## src/hw/rtl/http_uri_stream_parser_defines.svh

```systemverilog
// Assertion macros for the HTTP URI stream parser.
// Included by files that carry concurrent assertions; depends on nothing.
`ifndef HTTP_URI_STREAM_PARSER_DEFINES_SVH
`define HTTP_URI_STREAM_PARSER_DEFINES_SVH

`ifndef SYNTH
// Check that prop holds at every edge outside reset.
`define HURP_ASSERT(lbl, clk, rst, prop) \
  lbl: assert property (@(posedge clk) disable iff (rst) (prop)) \
    else $error("hurp assertion failed");
// Check that cond holds in the cycle after trig.
`define HURP_ASSERT_NEXT(lbl, clk, rst, trig, cond) \
  lbl: assert property (@(posedge clk) disable iff (rst) (trig) |=> (cond)) \
    else $error("hurp assertion failed");
`else
`define HURP_ASSERT(lbl, clk, rst, prop)
`define HURP_ASSERT_NEXT(lbl, clk, rst, trig, cond)
`endif

`endif

```

## src/hw/rtl/hurp_pkg.sv

```systemverilog
// Types, codes and constants shared by the HTTP URI stream parser.
// No dependencies.
package hurp_pkg;

  typedef enum logic [2:0] {
    PH_START    = 3'd0,
    PH_PREFIX   = 3'd1,
    PH_HOST     = 3'd2,
    PH_PORT     = 3'd3,
    PH_PATH     = 3'd4,
    PH_PATHFORM = 3'd5,
    PH_BAD      = 3'd6,
    PH_OVER     = 3'd7
  } phase_t;

  typedef enum logic [1:0] {
    ROLE_OTHER = 2'd0,
    ROLE_HOST  = 2'd1,
    ROLE_PATH  = 2'd2
  } role_t;

  typedef enum logic [1:0] {
    ST_ABS_OK     = 2'd0,
    ST_PATH_OK    = 2'd1,
    ST_BAD_PREFIX = 2'd2,
    ST_OVERFLOW   = 2'd3
  } status_t;

  localparam int unsigned PortAccW = 17;
  localparam int unsigned PortW    = 16;

  localparam logic [PortW-1:0]    PORT_DEFAULT = 16'd80;
  localparam logic [PortAccW-1:0] PORT_MAX     = 17'd65535;

  localparam logic [7:0] CHAR_SLASH = 8'h2F;
  localparam logic [7:0] CHAR_COLON = 8'h3A;
  localparam logic [7:0] CHAR_ZERO  = 8'h30;
  localparam logic [7:0] CHAR_NINE  = 8'h39;
  localparam logic [7:0] CHAR_S     = 8'h73;

  // Parser state carried from one request to the next
  typedef struct packed {
    phase_t              phase;
    logic [3:0]          match_pos;
    logic [PortAccW-1:0] port_acc;
    logic                path_seen;
  } hurp_state_t;

  // One result item
  typedef struct packed {
    logic [7:0]       char_out;
    role_t            char_role;
    logic             done_res;
    status_t          status;
    logic [PortW-1:0] port;
    logic             default_path;
  } hurp_result_t;

  // Expected scheme character at a prefix position
  function automatic logic [7:0] scheme_char(input logic secure, input logic [2:0] idx);
    logic [7:0] ch;
    if (secure) begin
      case (idx)
        3'd0:    ch = 8'h68; // h
        3'd1:    ch = 8'h74; // t
        3'd2:    ch = 8'h74; // t
        3'd3:    ch = 8'h70; // p
        3'd4:    ch = 8'h73; // s
        3'd5:    ch = 8'h3A; // :
        3'd6:    ch = 8'h2F; // /
        default: ch = 8'h2F; // /
      endcase
    end else begin
      case (idx)
        3'd0:    ch = 8'h68;
        3'd1:    ch = 8'h74;
        3'd2:    ch = 8'h74;
        3'd3:    ch = 8'h70;
        3'd4:    ch = 8'h3A;
        3'd5:    ch = 8'h2F;
        3'd6:    ch = 8'h2F;
        default: ch = 8'h68; // position wraps for the plain scheme
      endcase
    end
    return ch;
  endfunction

endpackage

```

## src/hw/rtl/hurp_step.sv

```systemverilog
// Per-character parse step: next parser state and the result item.
// Depends on hurp_pkg.
module hurp_step import hurp_pkg::*; (
  input  hurp_state_t  cur,
  input  logic [7:0]   char_in,
  input  logic         end_of_uri,
  output hurp_state_t  nxt,
  output hurp_result_t res
);

  logic       pfx_sec;
  logic [2:0] pfx_idx;
  logic [7:0] want;
  logic       to_secure;
  logic       pfx_bad;
  logic       sec_n;
  logic [3:0] idx_inc;
  logic       pfx_done;
  logic       is_digit;
  logic [3:0] digit;
  logic [19:0] port_mul;
  logic       port_over;

  // Prefix matcher; the start phase matches from position zero
  always_comb begin
    pfx_sec   = (cur.phase == PH_START) ? 1'b0 : cur.match_pos[3];
    pfx_idx   = (cur.phase == PH_START) ? 3'd0 : cur.match_pos[2:0];
    want      = scheme_char(pfx_sec, pfx_idx);
    to_secure = !pfx_sec && (pfx_idx == 3'd4) && (char_in == CHAR_S);
    pfx_bad   = !to_secure && (char_in != want);
    sec_n     = pfx_sec | to_secure;
    idx_inc   = {1'b0, pfx_idx} + 4'd1;
    pfx_done  = idx_inc >= (sec_n ? 4'd8 : 4'd7);
  end

  // Port accumulator: acc * 10 + digit; an ASCII digit carries its value in the low nibble
  always_comb begin
    is_digit  = (char_in >= CHAR_ZERO) && (char_in <= CHAR_NINE);
    digit     = char_in[3:0];
    port_mul  = {cur.port_acc, 3'b000} + {2'b00, cur.port_acc, 1'b0}
                + {16'd0, digit};
    port_over = port_mul > {3'd0, PORT_MAX};
  end

  // Next state
  always_comb begin
    nxt = cur;
    if (end_of_uri) begin
      nxt.phase     = PH_START;
      nxt.match_pos = 4'd0;
      nxt.port_acc  = '0;
      nxt.path_seen = 1'b0;
    end else begin
      case (cur.phase)
        PH_START, PH_PREFIX: begin
          if (cur.phase == PH_START && char_in == CHAR_SLASH) begin
            nxt.phase = PH_PATHFORM;
          end else if (pfx_bad) begin
            nxt.phase     = PH_BAD;
            nxt.match_pos = {pfx_sec, pfx_idx};
          end else if (pfx_done) begin
            nxt.phase     = PH_HOST;
            nxt.match_pos = 4'd0;
          end else begin
            nxt.phase     = PH_PREFIX;
            nxt.match_pos = {sec_n, idx_inc[2:0]};
          end
        end
        PH_HOST: begin
          if (char_in == CHAR_COLON) begin
            nxt.phase = PH_PORT;
          end else if (char_in == CHAR_SLASH) begin
            nxt.phase     = PH_PATH;
            nxt.path_seen = 1'b1;
          end
        end
        PH_PORT: begin
          if (is_digit) begin
            if (port_over) begin
              nxt.phase    = PH_OVER;
              nxt.port_acc = '0;
            end else begin
              nxt.port_acc = port_mul[PortAccW-1:0];
            end
          end else begin
            nxt.phase     = PH_PATH;
            nxt.path_seen = 1'b1;
          end
        end
        default: begin
          nxt = cur;
        end
      endcase
    end
  end

  // Result item
  always_comb begin
    res = '{char_out: 8'd0, char_role: ROLE_OTHER, done_res: 1'b0,
            status: ST_ABS_OK, port: '0, default_path: 1'b0};
    if (end_of_uri) begin
      res.done_res = 1'b1;
      case (cur.phase)
        PH_HOST, PH_PORT, PH_PATH: begin
          res.status       = ST_ABS_OK;
          res.port         = (cur.port_acc == '0) ? PORT_DEFAULT : cur.port_acc[PortW-1:0];
          res.default_path = !cur.path_seen;
        end
        PH_PATHFORM: begin
          res.status = ST_PATH_OK;
          res.port   = PORT_DEFAULT;
        end
        PH_OVER: begin
          res.status = ST_OVERFLOW;
          res.port   = '0;
        end
        default: begin
          res.status = ST_BAD_PREFIX;
          res.port   = PORT_DEFAULT;
        end
      endcase
    end else begin
      res.char_out = char_in;
      case (cur.phase)
        PH_START: begin
          res.char_role = (char_in == CHAR_SLASH) ? ROLE_PATH : ROLE_OTHER;
        end
        PH_HOST: begin
          if (char_in == CHAR_COLON) begin
            res.char_role = ROLE_OTHER;
          end else if (char_in == CHAR_SLASH) begin
            res.char_role = ROLE_PATH;
          end else begin
            res.char_role = ROLE_HOST;
          end
        end
        PH_PORT: begin
          res.char_role = is_digit ? ROLE_OTHER : ROLE_PATH;
        end
        PH_PATH, PH_PATHFORM: begin
          res.char_role = ROLE_PATH;
        end
        default: begin
          res.char_role = ROLE_OTHER;
        end
      endcase
    end
  end

endmodule

```

## src/hw/rtl/hurp_outbuf.sv

```systemverilog
// Result register with one skid entry; the input side stalls only while
// the skid entry is occupied. Depends on hurp_pkg.
module hurp_outbuf import hurp_pkg::*; (
  input  logic         clk,
  input  logic         rst,
  input  logic         up_valid,
  input  hurp_result_t up_data,
  output logic         up_stall,
  output logic         dn_valid,
  input  logic         dn_stall,
  output hurp_result_t dn_data
);

  logic         out_valid;
  hurp_result_t out_data;
  logic         skid_valid;
  hurp_result_t skid_data;
  logic         load_out;

  assign load_out = !out_valid || !dn_stall;
  assign up_stall = skid_valid;
  assign dn_valid = out_valid;
  assign dn_data  = out_data;

  // Advance valid flags
  always_ff @(posedge clk) begin
    if (rst) begin
      out_valid  <= 1'b0;
      skid_valid <= 1'b0;
    end else if (load_out) begin
      out_valid  <= skid_valid || up_valid;
      skid_valid <= 1'b0;
    end else if (up_valid && !skid_valid) begin
      skid_valid <= 1'b1;
    end
  end

  // Move payload: skid drains first, else the new request lands directly
  always_ff @(posedge clk) begin
    if (load_out) begin
      if (skid_valid) begin
        out_data <= skid_data;
      end else if (up_valid) begin
        out_data <= up_data;
      end
    end else if (up_valid && !skid_valid) begin
      skid_data <= up_data;
    end
  end

endmodule

```

## src/hw/rtl/http_uri_stream_parser.sv

```systemverilog
// Top level of the HTTP URI stream parser: parser state, step logic and
// result buffer. Depends on hurp_pkg, hurp_step, hurp_outbuf and the defines header.
//
//   channel | direction | handshake            | payload
//   req     | in        | req_valid/req_stall  | char_in, end_of_uri
//   res     | out       | res_valid/res_stall  | char_out, char_role, done_res,
//           |           |                      | status, port, default_path
//
// One request per cycle while req_stall is low; each result is registered.
// The parse step is a single combinational pass from parser state to result register.
// Reset is synchronous; parser state clears directly, with no clearing pass.
// A stalled result parks one more request in a skid entry; req_stall rises
// while that entry is occupied.
`include "http_uri_stream_parser_defines.svh"

module http_uri_stream_parser import hurp_pkg::*; (
  input  logic        clk,
  input  logic        rst,
  input  logic        req_valid,
  output logic        req_stall,
  input  logic [7:0]  char_in,
  input  logic        end_of_uri,
  output logic        res_valid,
  input  logic        res_stall,
  output logic [7:0]  char_out,
  output logic [1:0]  char_role,
  output logic        done_res,
  output logic [1:0]  status,
  output logic [15:0] port,
  output logic        default_path
);

  hurp_state_t  state;
  hurp_state_t  state_next;
  hurp_result_t step_res;
  hurp_result_t res_q;
  logic         accept;

  assign accept = req_valid && !req_stall;

  hurp_step u_step (
    .cur        (state),
    .char_in    (char_in),
    .end_of_uri (end_of_uri),
    .nxt        (state_next),
    .res        (step_res)
  );

  // Hold parser state until a request is accepted
  always_ff @(posedge clk) begin
    if (rst) begin
      state.phase     <= PH_START;
      state.match_pos <= 4'd0;
      state.port_acc  <= '0;
      state.path_seen <= 1'b0;
    end else if (accept) begin
      state <= state_next;
    end
  end

  hurp_outbuf u_outbuf (
    .clk      (clk),
    .rst      (rst),
    .up_valid (req_valid),
    .up_data  (step_res),
    .up_stall (req_stall),
    .dn_valid (res_valid),
    .dn_stall (res_stall),
    .dn_data  (res_q)
  );

  assign char_out     = res_q.char_out;
  assign char_role    = res_q.char_role;
  assign done_res     = res_q.done_res;
  assign status       = res_q.status;
  assign port         = res_q.port;
  assign default_path = res_q.default_path;

  // Checks
  `HURP_ASSERT_NEXT(a_end_clears, clk, rst, accept && end_of_uri, state.phase == PH_START && state.match_pos == 4'd0 && state.port_acc == '0)
  `HURP_ASSERT(a_stall_needs_full, clk, rst, !req_stall || res_valid)
  `HURP_ASSERT(a_port_in_range, clk, rst, state.port_acc[PortAccW-1] == 1'b0)
  `HURP_ASSERT(a_over_port_zero, clk, rst, !(res_valid && done_res && status == ST_OVERFLOW) || port == '0)

endmodule
```

## config.mk

```make
export PLATFORM = sky130hd
export DESIGN_NAME = http_uri_stream_parser
export DESIGN_NICKNAME = d
export VERILOG_FILES = /design/src/hw/rtl/hurp_pkg.sv /design/src/hw/rtl/hurp_step.sv /design/src/hw/rtl/hurp_outbuf.sv /design/src/hw/rtl/http_uri_stream_parser.sv
export VERILOG_INCLUDE_DIRS = /design/src /design/src/hw/rtl
export SDC_FILE = /design/constraint.sdc
export NUM_CORES = 1
export LEC_CHECK = 0
export BUFFER_PORTS_ARGS = -buffer_cell sky130_fd_sc_hd__buf_2
export CAP_MARGIN = 40
export CORE_UTILIZATION = 45
export CTS_CLUSTER_SIZE = 24
export DETAILED_ROUTE_END_ITERATION = 10
export GPL_ROUTABILITY_DRIVEN = 1
export GPL_TIMING_DRIVEN = 0
export SETUP_SLACK_MARGIN = 0.4
export SYNTH_ARGS = -nofsm -noshare
export SYNTH_HDL_FRONTEND = slang
export SYNTH_SLANG_ARGS = --single-unit
```

## constraint.sdc

```tcl
create_clock -name clk -period 4.14 [get_ports clk]
set_input_delay 0.414 -clock clk [delete_from_list [all_inputs] [get_ports clk]]
set_output_delay 0.414 -clock clk [all_outputs]
set_load 0.02 [all_outputs]
```

==> run metrics <==
compound-cell area share of the yosys netlist 0.165; max-slew violation count 0; synthesized instance count 495; placed inst area 5740 um^2; H-Tree Depth 3; Initial Utilization 0.464; most common cell in the netlist edfxtp_1; share of the synthesized area in the top cell type 0.340; placed wire-length estimate 8640 um; multi-input logic area 2820 um^2; nets 613; Starting DRT DRC Count 280; Ys Warns 0; Final Cell Area 6070 um^2; Worst Path Required between 4 and 5 ns; DRT Pass-1 Iters 4; core area 11400 um^2; num rows 39; final wirelength 11600 um; CP bufs+invs 3; CP max FO 10; pwr/cell area 316 nW/um^2; synthesis-stage register bit count 87; Boundary Pins 45; Synth Flop Type edfxtp_1; CTS sink cnt a little under 90; Post-synth EDFFs 60; Crit Path Class reg -> reg; worst vdd ir 0.298 mV; CTS Root Cell clkbuf_16; xor and xnor area share after synthesis 0.0248; overall power 1.92 mW; Post-Synth Simple-Gate Area 0.162; port buffer count 44; CP Capture Type register; clock tree buffer depth 2; mux share of post-synthesis cell area 0.0676; CTS tree done; final setup violation count 0; Hold Buf Count CTS 0; FILL cells 1020; total track usage 0.200; synth cell count leaders edfxtp_1 (60), ha_1 (42), mux2_2 (30); Die ar. between 10000 and 15000 um^2; Critical Path Start Type register; TritonCTS Buffers 9; Syn Std Cell Area 5290 um^2; syn nets 552; vias per cell 5.72; Die H 110 um; P&R area growth vs syn 14.7%; Worst Hold Class in -> reg; register area share after synthesis 0.443; fraction of layout cells with a size suffix above 1 0.221; ANT cells 0; vias in the first global route approximately 3900; crit path DAT 3.77 ns; clock-pin slew on the worst setup and hold paths 0.07 ns; Avg Cell Area, Syn ~11 um^2; setup tns final 0 ns; crit path cell chain inv_1, fa_1, inv_1, ha_1, a21o_1, and3_1, o21ba_1, o21ai_1, o221a_2, or4_4, nor3_4, buf_6, a22o_1; first-pass GRT wire length approximately 20000 um; Hold Violations, Final 0; total grt overflow 0; post-synthesis adder-cell area fraction 0.107; slowest library cell on the worst path or4_4; crit share post-route 0.843; distinct cell type count after synthesis 75; Largest stage delay, worst path 0.54 ns; unrepaired setup endpoints after global routing false; Slew headroom 0.430; actual slew at the worst max-slew pin 0.853 ns; delay-heaviest family, CP simple AND/OR/NAND/NOR gates; initial antenna violation count 0; via count of the routed design 4028; crit path time final 3.49 ns; Pleak about 2.6 nW; max_cap viols 0; status completed; GP Congestion a little over 0.9; Routed wire per std cell 16.5 um; Die X 110 um; clock latency on the worst-skew pair 0.34 ns; sequential cell area 2340 um^2; main combinational cell family by area after synthesis compound AO/OA/AOI/OAI gates; clock skew 0.0107 ns; Fmax achieved 286 MHz; leading area contributor after synthesis edfxtp_1; Final ANT Viol Nets 0; largest net degree at the start of global routing 31; FFs w/ async S/R, synth 0; cell mode on critical path inv_1; DRC violations left 0; Synth area leaders edfxtp_1 (34%), dfxtp_1 (10%), ha_1 (9.9%)
power by group:
part,switching (mW),internal (mW)
sequential,0.00883,0.961
combinational,0.111,0.0585
clock,0.360,0.418
placed cells by master, fill, tap and decap left out, types with 3 or more instances in the layout:
| cell | count |
|---|---|
| o21bai_1 | 3 |
| o21ai_1 | 3 |
| or3_1 | 3 |
| a211oi_1 | 4 |
| inv_6 | 5 |
| buf_4 | 5 |
| a21oi_1 | 26 |
| a31oi_1 | 5 |
| clkbuf_16 | 9 |
| dfxtp_1 | 26 |
| nand3_1 | 3 |
| and3_1 | 6 |
| o21ai_0 | 15 |
| nor4_1 | 9 |
| buf_2 | 46 |
| ha_1 | 41 |
| o31a_1 | 3 |
| nor2_1 | 29 |
| nor2b_1 | 18 |
| o21a_1 | 7 |
| inv_1 | 19 |
| xor2_1 | 3 |
| xnor2_1 | 12 |
| nor3_1 | 9 |
| o31ai_1 | 5 |
| clkbuf_1 | 17 |
| a22o_1 | 16 |
| nand2_1 | 26 |
| o211ai_1 | 3 |
| and2_1 | 17 |
| nand4_1 | 5 |
| a21o_1 | 5 |
| edfxtp_1 | 60 |
| or2_2 | 3 |
| mux2_2 | 30 |
| nand2b_1 | 4 |
final cells by class:
cell class / count / share of cell area
tap: 143 / 0.0295
multi-input combinational: 367 / 0.464
timing repair buffer: 50 / 0.0470
clock buffer: 10 / 0.0377
sequential: 87 / 0.386
inverter: 20 / 0.0124
buffer: 21 / 0.0148
clock inverter: 6 / 0.00845
timing repair:
action,in CTS,in global routing
pin swaps,0,2
buffers inserted,0,5
endpoints found under the hold margin,0,0
gates resized for setup,2,8
endpoints found under the setup margin,2,16
state kept, by name (all words and copies together) (netlist names):
| signal | flops |
|---|---|
| u_outbuf.dn_valid | 1 |
| u_outbuf.skid_data | 30 |
| state | 25 |
| u_outbuf.up_stall | 1 |
| u_outbuf.dn_data | 30 |
worst register-to-register path, delay by kind of cell, from the launching register on:
family,cells,cell delay [ns]
and+or+nand+nor,3,1.04
AOI/OAI and AO/OA,5,0.87
adders and majority gates,2,0.80
DFF,1,0.41
buffers and inverters,3,0.32
cells by family after synthesis:
group / count (synthesis)
xor+xnor: 15
flops: 87
compound gates: 123
fa+ha+maj: 44
simple gates: 153
mux: 32
buf+inv: 41
worst paths after layout:
kind                            startpoint                     end  slack (ns)  depth (start not counted)
worst max register to register    state[3]                state[2]        0.65                         13
worst max-delay path              state[3]                state[2]        0.65                         13
worst min register to register    state[0]                state[0]        0.50                          2
worst min-delay path            end_of_uri  u_outbuf.skid_data[19]        0.36                          1
metrics by stage:
step           worst slack, ns   util  hold slack [ns]  std cells
6_report                 0.650  0.532            0.358        704
5_1_grt                  0.411  0.532            0.345        704
4_1_cts                  0.476  0.528            0.343        699
3_3_place_gp             0.334  0.498            0.477        682
3_5_place_dp             0.297  0.503            0.489        683
2_1_floorplan            0.857      -            0.455        495
layer usage:
| metal | vias to the layer above | track usage | part of all wire |
|---|---|---|---|
| met5 | - | 0 | 0 |
| met4 | 0 | 0.0640 | 0.012 |
| met3 | 11 | 0.0307 | 0.039 |
| met2 | 81 | 0.310 | 0.45 |
| met1 | 1941 | 0.285 | 0.50 |
| li1 | 1995 | - | - |
No activity file was read; power rests on OpenSTA's default activity.
